**config.mk**
```make
export PLATFORM = sky130hd
export DESIGN_NAME = atsc_field_sync_inserter
export DESIGN_NICKNAME = d
export VERILOG_FILES = /design/src/rtl/core/afsi_pkg.sv /design/src/rtl/core/afsi_lane.sv /design/src/rtl/core/afsi_sync_gen.sv /design/src/rtl/core/atsc_field_sync_inserter.sv
export SDC_FILE = /design/constraint.sdc
export NUM_CORES = 1
export LEC_CHECK = 0
export BUFFER_PORTS_ARGS = -buffer_cell sky130_fd_sc_hd__buf_2
export CAP_MARGIN = 30
export CORE_UTILIZATION = 53
export CTS_BUF_LIST = sky130_fd_sc_hd__clkbuf_16
export CTS_CLUSTER_SIZE = 25
export DETAILED_ROUTE_END_ITERATION = 10
export PLACE_DENSITY = 0.88
export SLEW_MARGIN = 5
export SYNTH_ARGS = -nofsm -noshare
export SYNTH_HDL_FRONTEND = slang
export SYNTH_HIERARCHICAL = 1
export SYNTH_SLANG_ARGS = --single-unit
export TNS_END_PERCENT = 10
```
**constraint.sdc**
```tcl
create_clock -name clk -period 3.8 [get_ports clk]
set_input_delay 0.57 -clock clk [delete_from_list [all_inputs] [get_ports clk]]
set_output_delay 0.57 -clock clk [all_outputs]
set_load 0.05 [all_outputs]
```
**src/rtl/core/afsi_pkg.sv**
```systemverilog
// ----------------------------------------------------------------------------
// afsi_pkg: shared constants, types and table builders for the field-sync
// inserter. The sync segment tables are built at elaboration time.
// ----------------------------------------------------------------------------
`default_nettype none

package afsi_pkg;

  localparam int GROUP_SYMBOLS      = 16;
  localparam int SYM_BITS           = 3;
  localparam int WORD_BITS          = GROUP_SYMBOLS * SYM_BITS;
  localparam int SEG_GROUPS         = 52;
  localparam int SEG_SYMBOLS        = SEG_GROUPS * GROUP_SYMBOLS;
  localparam int GROUP_BITS         = 6;
  localparam int TAIL_SYMS_DEF      = 12;
  localparam int PN511_LEN          = 511;
  localparam int PN63_LEN           = 63;
  localparam int MODE_LEN           = 24;
  localparam int SYNC_LEN           = 4;
  localparam int TAIL_REGION        = 104;

  // The middle PN63 sits right after segment sync, PN511 and the first PN63.
  localparam int INV_FIRST = SYNC_LEN + PN511_LEN + PN63_LEN;
  localparam int INV_LAST  = INV_FIRST + PN63_LEN - 1;

  localparam logic [SYM_BITS-1:0] LEVEL_ZERO = 3'd1;
  localparam logic [SYM_BITS-1:0] LEVEL_ONE  = 3'd6;

  // Mode word, first transmitted bit in the most significant position.
  localparam logic [MODE_LEN-1:0] MODE_WORD = 24'b0000_1010_0101_1111_0101_1010;

  localparam logic [GROUP_BITS-1:0] LAST_GROUP = GROUP_BITS'(SEG_GROUPS - 1);

  typedef struct packed {
    logic [GROUP_BITS-1:0] group;
    logic                  inv;
  } sync_req_t;

  // Binary content of the whole sync segment with no inversion. The kept
  // tail symbols are not binary and are left as zero here.
  function automatic logic [SEG_SYMBOLS-1:0] sync_bits(int saved);
    logic [PN511_LEN-1:0]   pn511;
    logic [PN63_LEN-1:0]    pn63;
    logic [SEG_SYMBOLS-1:0] seg;
    int                     i;
    pn511 = '0;
    pn63  = '0;
    seg   = '0;
    pn511[7] = 1'b1;
    for (int m = 9; m < PN511_LEN; m++) begin
      pn511[m] = pn511[m-2] ^ pn511[m-3] ^ pn511[m-5] ^ pn511[m-6] ^ pn511[m-8] ^ pn511[m-9];
    end
    pn63[0] = 1'b1;
    pn63[1] = 1'b1;
    pn63[2] = 1'b1;
    pn63[5] = 1'b1;
    for (int m = 6; m < PN63_LEN; m++) begin
      pn63[m] = pn63[m-5] ^ pn63[m-6];
    end
    seg[0] = 1'b1;
    seg[3] = 1'b1;
    i = SYNC_LEN;
    for (int j = 0; j < PN511_LEN; j++) begin
      seg[i] = pn511[j];
      i++;
    end
    for (int r = 0; r < 3; r++) begin
      for (int j = 0; j < PN63_LEN; j++) begin
        seg[i] = pn63[j];
        i++;
      end
    end
    for (int j = 0; j < MODE_LEN; j++) begin
      seg[i] = MODE_WORD[MODE_LEN-1-j];
      i++;
    end
    for (int j = 0; j < TAIL_REGION - saved; j++) begin
      seg[i] = pn63[j % PN63_LEN];
      i++;
    end
    return seg;
  endfunction

  // Bits seen by one lane, one per group of the sync segment.
  function automatic logic [SEG_GROUPS-1:0] lane_column(int saved, int lane);
    logic [SEG_SYMBOLS-1:0] seg;
    logic [SEG_GROUPS-1:0]  col;
    seg = sync_bits(saved);
    col = '0;
    for (int g = 0; g < SEG_GROUPS; g++) begin
      col[g] = seg[g*GROUP_SYMBOLS + lane];
    end
    return col;
  endfunction

  // Marks the groups in which a lane falls inside the middle PN63.
  function automatic logic [SEG_GROUPS-1:0] inv_column(int lane);
    logic [SEG_GROUPS-1:0] col;
    int                    p;
    col = '0;
    for (int g = 0; g < SEG_GROUPS; g++) begin
      p = g*GROUP_SYMBOLS + lane;
      col[g] = (p >= INV_FIRST) && (p <= INV_LAST);
    end
    return col;
  endfunction

endpackage

`default_nettype wire

```
**src/rtl/core/afsi_lane.sv**
```systemverilog
// ----------------------------------------------------------------------------
// afsi_lane: one symbol position of a sync group.
// Looks up the lane's binary value for the requested group, applies the
// field-two inversion and maps it to a level.
// ----------------------------------------------------------------------------
`default_nettype none

module afsi_lane #(
  parameter int LANE      = 0,
  parameter int TAIL_SYMS = afsi_pkg::TAIL_SYMS_DEF
) (
  input  afsi_pkg::sync_req_t           req,
  output logic [afsi_pkg::SYM_BITS-1:0] symbol
);

  localparam logic [afsi_pkg::SEG_GROUPS-1:0] BIT_COL =
    afsi_pkg::lane_column(TAIL_SYMS, LANE);
  localparam logic [afsi_pkg::SEG_GROUPS-1:0] INV_COL = afsi_pkg::inv_column(LANE);

  logic bit_val;

  assign bit_val = BIT_COL[req.group] ^ (req.inv & INV_COL[req.group]);
  assign symbol  = bit_val ? afsi_pkg::LEVEL_ONE : afsi_pkg::LEVEL_ZERO;

endmodule

`default_nettype wire

```
**src/rtl/core/afsi_sync_gen.sv**
```systemverilog
// ----------------------------------------------------------------------------
// afsi_sync_gen: sync group generator.
// Sixteen lanes work side by side and their symbols are merged into one
// packed group word, with the kept tail symbols in the top of the last group.
// ----------------------------------------------------------------------------
`default_nettype none

module afsi_sync_gen #(
  parameter int TAIL_SYMS = afsi_pkg::TAIL_SYMS_DEF
) (
  input  afsi_pkg::sync_req_t                     req,
  input  logic [afsi_pkg::SYM_BITS*TAIL_SYMS-1:0] tail,
  output logic [afsi_pkg::WORD_BITS-1:0]          word
);

  localparam int TAIL_FIRST_LANE = afsi_pkg::GROUP_SYMBOLS - TAIL_SYMS;

  logic [afsi_pkg::SYM_BITS-1:0] lane_sym [afsi_pkg::GROUP_SYMBOLS];

  generate
    for (genvar k = 0; k < afsi_pkg::GROUP_SYMBOLS; k++) begin : g_lane
      afsi_lane #(
        .LANE      (k),
        .TAIL_SYMS (TAIL_SYMS)
      ) u_lane (
        .req    (req),
        .symbol (lane_sym[k])
      );
      if (k >= TAIL_FIRST_LANE) begin : g_tail
        assign word[afsi_pkg::SYM_BITS*k +: afsi_pkg::SYM_BITS] =
          (req.group == afsi_pkg::LAST_GROUP) ?
          tail[afsi_pkg::SYM_BITS*(k-TAIL_FIRST_LANE) +: afsi_pkg::SYM_BITS] : lane_sym[k];
      end else begin : g_plain
        assign word[afsi_pkg::SYM_BITS*k +: afsi_pkg::SYM_BITS] = lane_sym[k];
      end
    end
  endgenerate

endmodule

`default_nettype wire

```
**src/rtl/core/atsc_field_sync_inserter.sv**
```systemverilog
// ----------------------------------------------------------------------------
// atsc_field_sync_inserter: 8VSB field-sync segment insertion.
// A passed-through word is registered and appears in the cycle after it is
// accepted. Throughput: one word per cycle while out_stall is low; a word at
// group 0 of the first segment of a field is held and the input stalled while
// the 52 sync words go out first, then the held word itself follows.
// Reset returns to pass-through and zeroes out_valid and the kept tail symbols.
// ----------------------------------------------------------------------------
`default_nettype none

module atsc_field_sync_inserter #(
  parameter int TAIL_SYMS = afsi_pkg::TAIL_SYMS_DEF
) (
  input  logic                                 clk,
  input  logic                                 rst,
  input  logic                                 in_valid,
  output logic                                 in_stall,
  input  logic [afsi_pkg::WORD_BITS-1:0]       in_symbols,
  input  logic [afsi_pkg::GROUP_BITS-1:0]      group_index,
  input  logic                                 first_seg_of_field,
  input  logic                                 field_two,
  input  logic                                 last_seg_of_field,
  output logic                                 out_valid,
  input  logic                                 out_stall,
  output logic [afsi_pkg::WORD_BITS-1:0]       out_symbols,
  output logic [afsi_pkg::GROUP_BITS-1:0]      out_group_index,
  output logic                                 is_field_sync,
  output logic                                 out_first_seg,
  output logic                                 out_field_two,
  output logic                                 out_last_seg,
  output logic                                 run_last
);

  localparam int TAIL_BITS = afsi_pkg::SYM_BITS * TAIL_SYMS;
  localparam logic [afsi_pkg::GROUP_BITS-1:0] SEG_END =
    afsi_pkg::GROUP_BITS'(afsi_pkg::SEG_GROUPS);

  typedef enum logic [1:0] {
    ST_PASS = 2'b01,
    ST_SYNC = 2'b10
  } state_t;

  state_t                             state;
  logic [afsi_pkg::GROUP_BITS-1:0]    cnt;
  logic [TAIL_BITS-1:0]               saved_tail;

  logic [afsi_pkg::WORD_BITS-1:0]     hold_symbols;
  logic [afsi_pkg::GROUP_BITS-1:0]    hold_group;
  logic                               hold_first;
  logic                               hold_field_two;
  logic                               hold_last;

  afsi_pkg::sync_req_t                sync_req;
  logic [afsi_pkg::WORD_BITS-1:0]     sync_word;

  logic out_free;
  logic in_acc;
  logic trigger;
  logic save_tail;

  assign out_free  = !out_valid || !out_stall;
  assign in_stall  = (state == ST_SYNC) || !out_free;
  assign in_acc    = in_valid && !in_stall;
  assign trigger   = first_seg_of_field && (group_index == '0);
  assign save_tail = !first_seg_of_field && last_seg_of_field &&
                     (group_index == afsi_pkg::LAST_GROUP);

  assign sync_req.group = cnt;
  assign sync_req.inv   = hold_field_two;

  afsi_sync_gen #(
    .TAIL_SYMS (TAIL_SYMS)
  ) u_sync_gen (
    .req  (sync_req),
    .tail (saved_tail),
    .word (sync_word)
  );

  // Control state.
  always_ff @(posedge clk) begin
    if (rst) begin
      state      <= ST_PASS;
      cnt        <= '0;
      out_valid  <= 1'b0;
      saved_tail <= '0;
    end else begin
      unique case (state)
        ST_PASS: begin
          if (in_acc) begin
            if (trigger) begin
              state     <= ST_SYNC;
              cnt       <= '0;
              out_valid <= 1'b0;
            end else begin
              out_valid <= 1'b1;
              if (save_tail) begin
                saved_tail <= in_symbols[afsi_pkg::WORD_BITS-1 -: TAIL_BITS];
              end
            end
          end else if (out_free) begin
            out_valid <= 1'b0;
          end
        end
        ST_SYNC: begin
          if (out_free) begin
            out_valid <= 1'b1;
            cnt       <= cnt + afsi_pkg::GROUP_BITS'(1);
            if (cnt == SEG_END) begin
              state <= ST_PASS;
            end
          end
        end
        default: begin
          state <= ST_PASS;
        end
      endcase
    end
  end

  // Payload registers.
  always_ff @(posedge clk) begin
    if (state == ST_PASS && in_acc) begin
      if (trigger) begin
        hold_symbols   <= in_symbols;
        hold_group     <= group_index;
        hold_first     <= first_seg_of_field;
        hold_field_two <= field_two;
        hold_last      <= last_seg_of_field;
      end else begin
        out_symbols     <= in_symbols;
        out_group_index <= group_index;
        is_field_sync   <= 1'b0;
        out_first_seg   <= first_seg_of_field;
        out_field_two   <= field_two;
        out_last_seg    <= last_seg_of_field;
        run_last        <= 1'b1;
      end
    end else if (state == ST_SYNC && out_free) begin
      if (cnt == SEG_END) begin
        // The held word goes out after the last sync word.
        out_symbols     <= hold_symbols;
        out_group_index <= hold_group;
        is_field_sync   <= 1'b0;
        out_first_seg   <= hold_first;
        out_field_two   <= hold_field_two;
        out_last_seg    <= hold_last;
        run_last        <= 1'b1;
      end else begin
        out_symbols     <= sync_word;
        out_group_index <= cnt;
        is_field_sync   <= 1'b1;
        out_first_seg   <= 1'b0;
        out_field_two   <= 1'b0;
        out_last_seg    <= 1'b0;
        run_last        <= 1'b0;
      end
    end
  end

endmodule

`default_nettype wire
```
==> summary.txt <==
CRITICAL PATH
------------------------------------------------------------------------------------
Arrival time reported for the critical path endpoint ..................      3.09 ns
Critical setup path kind ..............................................   reg -> reg
Endpoint type of the worst setup path .................................         flop
Endpoint required time on the critical path ...........................      3.98 ns
CP Launch Type ........................................................         flop
Max FO, Critical Path .................................................           55

POWER
------------------------------------------------------------------------------------
Power density over cell area ..........................................   370 mW/mm2
Leakage power summed over all cells ...................................   0.00424 uW
Largest voltage drop on the vdd net ...................................     0.304 mV
Overall power of the completed layout .................................      4200 uW

LOGIC SYNTHESIS
------------------------------------------------------------------------------------
Number of synthesized flops with an enable pin ........................          116
Count of yosys warnings during synthesis ..............................            6
Cell variety after synth ..............................................          106
Cell types occupying the most area after synthesis .................... edfxtp_1 (34%), dfxtp_1 (8.9%), a21oi_1 (7.8%), ha_1 (6.7%), nand2_1 (5.6%)
Post-Synthesis Cell Area ..............................................   0.0101 mm2
Cell type with the highest aggregate area in the netlist ..............     edfxtp_1
Post-Syn Nets .........................................................         1162
Post-synthesis average cell area ......................................     9.65 um2
Portion of synthesized cell area occupied by the leading cell type ....        0.345
Post-synthesis register bit count .....................................          161
Share of flip-flops with an asynchronous set or reset after synthesis .            0
Number of standard cells after synthesis ..............................         1047
Most used flip-flop cell after synthesis ..............................     edfxtp_1
Sequential fraction of the synthesis area .............................        0.434

DIE
------------------------------------------------------------------------------------
Initial Utilization ...................................................        0.540
Number of top-level pins ..............................................          122
Core region area ......................................................   0.0187 mm2
Die outline area ......................................................   0.0196 mm2
Std cell rows .........................................................           50
Horizontal extent of the die ..........................................       140 um
Vert. Die Dim .........................................................       140 um

GLOBAL ROUTING
------------------------------------------------------------------------------------
Initial antenna violation count .......................................            1
Wire length of the first global-routing pass ..........................     38700 um
Overflow left after global routing ....................................            0
Total GRT Usage .......................................................        0.248
Vias in the first global route ........................................         7853
Largest net degree at the start of global routing .....................          101

OUTCOME
------------------------------------------------------------------------------------
Status ................................................................ complete, no violations

LAYOUT
------------------------------------------------------------------------------------
Core occupancy in the finished layout .................................        0.607
Count of nets after finishing .........................................         1246
Final Instance Area ...................................................   0.0114 mm2
Fraction of layout cells with a size suffix above 1 ...................        0.226
Fin cells .............................................................         1378
Area grow syn2layout ..................................................        12.5%
Diodes inserted .......................................................            0

DRT
------------------------------------------------------------------------------------
DRT iter0 DRCs ........................................................          765
Vias ..................................................................         8214
Initial DRT Pass Iterations ...........................................            6
Ratio of routed vias to standard cells ................................         5.96
Final Routed Wirelength ...............................................     24300 um
Routed WL per cell ....................................................      17.6 um
DR DRC count ..........................................................            0
Detail Route Antenna Nets .............................................            0

CLOCK TREE
------------------------------------------------------------------------------------
CTS-repair resized insts ..............................................            0
Number of buffers on the longest clock path ...........................            2
CTS buffer count ......................................................           17
Clock tree from TritonCTS .............................................          yes
Clock sink count ......................................................          161
Clock network latency to the later pin of the worst-skew pair .........      0.44 ns
Root cell of the clock tree ...........................................    clkbuf_16
Count of hold buffers inserted by post-cts repair .....................            0
CTS clk-pin slew, worst paths .........................................      0.06 ns
Number of buffers added for setup after CTS ...........................            0
H-tree lvl count ......................................................            4

STA
------------------------------------------------------------------------------------
Slew at the pin closest to its max-slew limit .........................     0.905 ns
Setup Total Neg Slack .................................................         0 ns
Final count of hold timing violations .................................            0
Final Skew ............................................................   0.00727 ns
# setup viols final ...................................................            0
Final period demand of the worst path .................................      2.91 ns
Count of pins over their slew limit ...................................            0
Setup repair after global routing missed its margin ...................           no
F_max .................................................................      344 MHz
Worst slew margin .....................................................        0.396
Part of the cycle the worst path needs ................................        0.766

PLACEMENT
------------------------------------------------------------------------------------
RD Place Congestion ...................................................        0.835
Count of input and output buffers .....................................          121
Placed instance count .................................................         1345
Half-perimeter wire length after placement ............................     14500 um
DP Area ...............................................................   0.0107 mm2

FLOW RUN
------------------------------------------------------------------------------------
Max-cap check violation count .........................................            0

HOLD PATH
------------------------------------------------------------------------------------
Type of the worst min-delay path ......................................    in -> reg

## cell type report
cell class | instances | area (um2)
fill | 1449 | 7340
multi-input combinational | 751 | 4990
sequential | 161 | 4400
timing repair buffer | 142 | 821
clock buffer | 18 | 450
tap | 234 | 293
inverter | 58 | 218
clock inverter | 14 | 185
## worst max-delay path: stages (launching register included)
cell and delay (ns):
dfxtp_4 0.75, inv_1 0.18, ha_1 0.37, or2b_1 0.29
a21o_1 0.20, a31oi_1 0.25, o221ai_1 0.18, mux2_2 0.31
nand2_1 0.06, a21oi_1 0.06
## cells in the mapped netlist (7+ instances only)
| cell type | instances |
|---|---|
| inv_1 | 56 |
| nor2b_1 | 10 |
| edfxtp_1 | 116 |
| o21ai_0 | 16 |
| mux2i_1 | 11 |
| o211ai_1 | 8 |
| xor2_1 | 7 |
| dfxtp_1 | 45 |
| mux2_2 | 35 |
| ha_1 | 54 |
| nand2_1 | 152 |
| nand3_1 | 18 |
| buf_2 | 22 |
| a21oi_1 | 157 |
| clkbuf_1 | 9 |
| buf_4 | 35 |
| nand2b_1 | 17 |
| nor2_1 | 75 |
| nor3_1 | 10 |
| xnor2_1 | 11 |
| buf_6 | 10 |
| a31oi_1 | 7 |
## cell families (layout without fill, tap and decap cells)
| logic type | Yosys count | count (layout) | share of synthesized area |
|---|---|---|---|
| and+or+nand+nor | 352 | 352 | 0.173 |
| AOI/OAI and AO/OA | 276 | 276 | 0.178 |
| DFF | 161 | 161 | 0.434 |
| buffers and inverters | 135 | 232 | 0.0734 |
| adders and majority gates | 54 | 54 | 0.0669 |
| muxes | 50 | 50 | 0.0570 |
| xor gates and xnor gates | 19 | 19 | 0.0172 |
## layout by cell type (no fill, tap or decap), types with 18 or more instances in the layout
cell type,netlist,routed
a21oi_1,157,157
clkbuf_16,0,18
ha_1,54,54
mux2_2,35,35
dfxtp_1,45,39
buf_2,22,121
inv_1,56,63
nand2_1,152,151
nand3_1,18,18
nor2_1,75,74
edfxtp_1,116,116
## registers in the layout (all words and copies together), names as in the netlist, 2 cells and up
| name | flops |
|---|---|
| saved_tail | 36 |
| hold_symbols | 48 |
| cnt | 6 |
| out_symbols | 48 |
| hold_group | 6 |
| out_group_index | 6 |
| state | 2 |
## per-layer routing
layer  up-vias  share of wire  GRT usage
met3        71          0.057     0.0468
met1      3953           0.40      0.292
li1       3903              -          -
met2       285           0.50      0.430
met5         -        0.00053          0
met4         2          0.034      0.130
## path summary, 6_finish.rpt
path,startpoint,endpoint,slack [ns],cells after the start
min reg2reg,saved_tail[12],saved_tail[12],0.45,2
min,in_symbols[0],hold_symbols[0],0.32,1
max reg2reg,cnt[1],out_symbols[45],0.89,9
max,cnt[1],out_symbols[45],0.89,9
## stage by stage
stage	setup slack, ns	hold WS [ns]
final	0.891	0.324
after global routing	0.727	0.315
after CTS	0.912	0.314
after detailed placement	0.954	0.445
after global placement	1.05	0.438
after floorplan	0.106	0.433
## power breakdown
group          switching, uW  internal, uW
Sequential              12.3          1940
Combinational            295          89.8
Clock                    688          1180
Total                    996          3210
No activity file was read; power rests on OpenSTA's default activity.
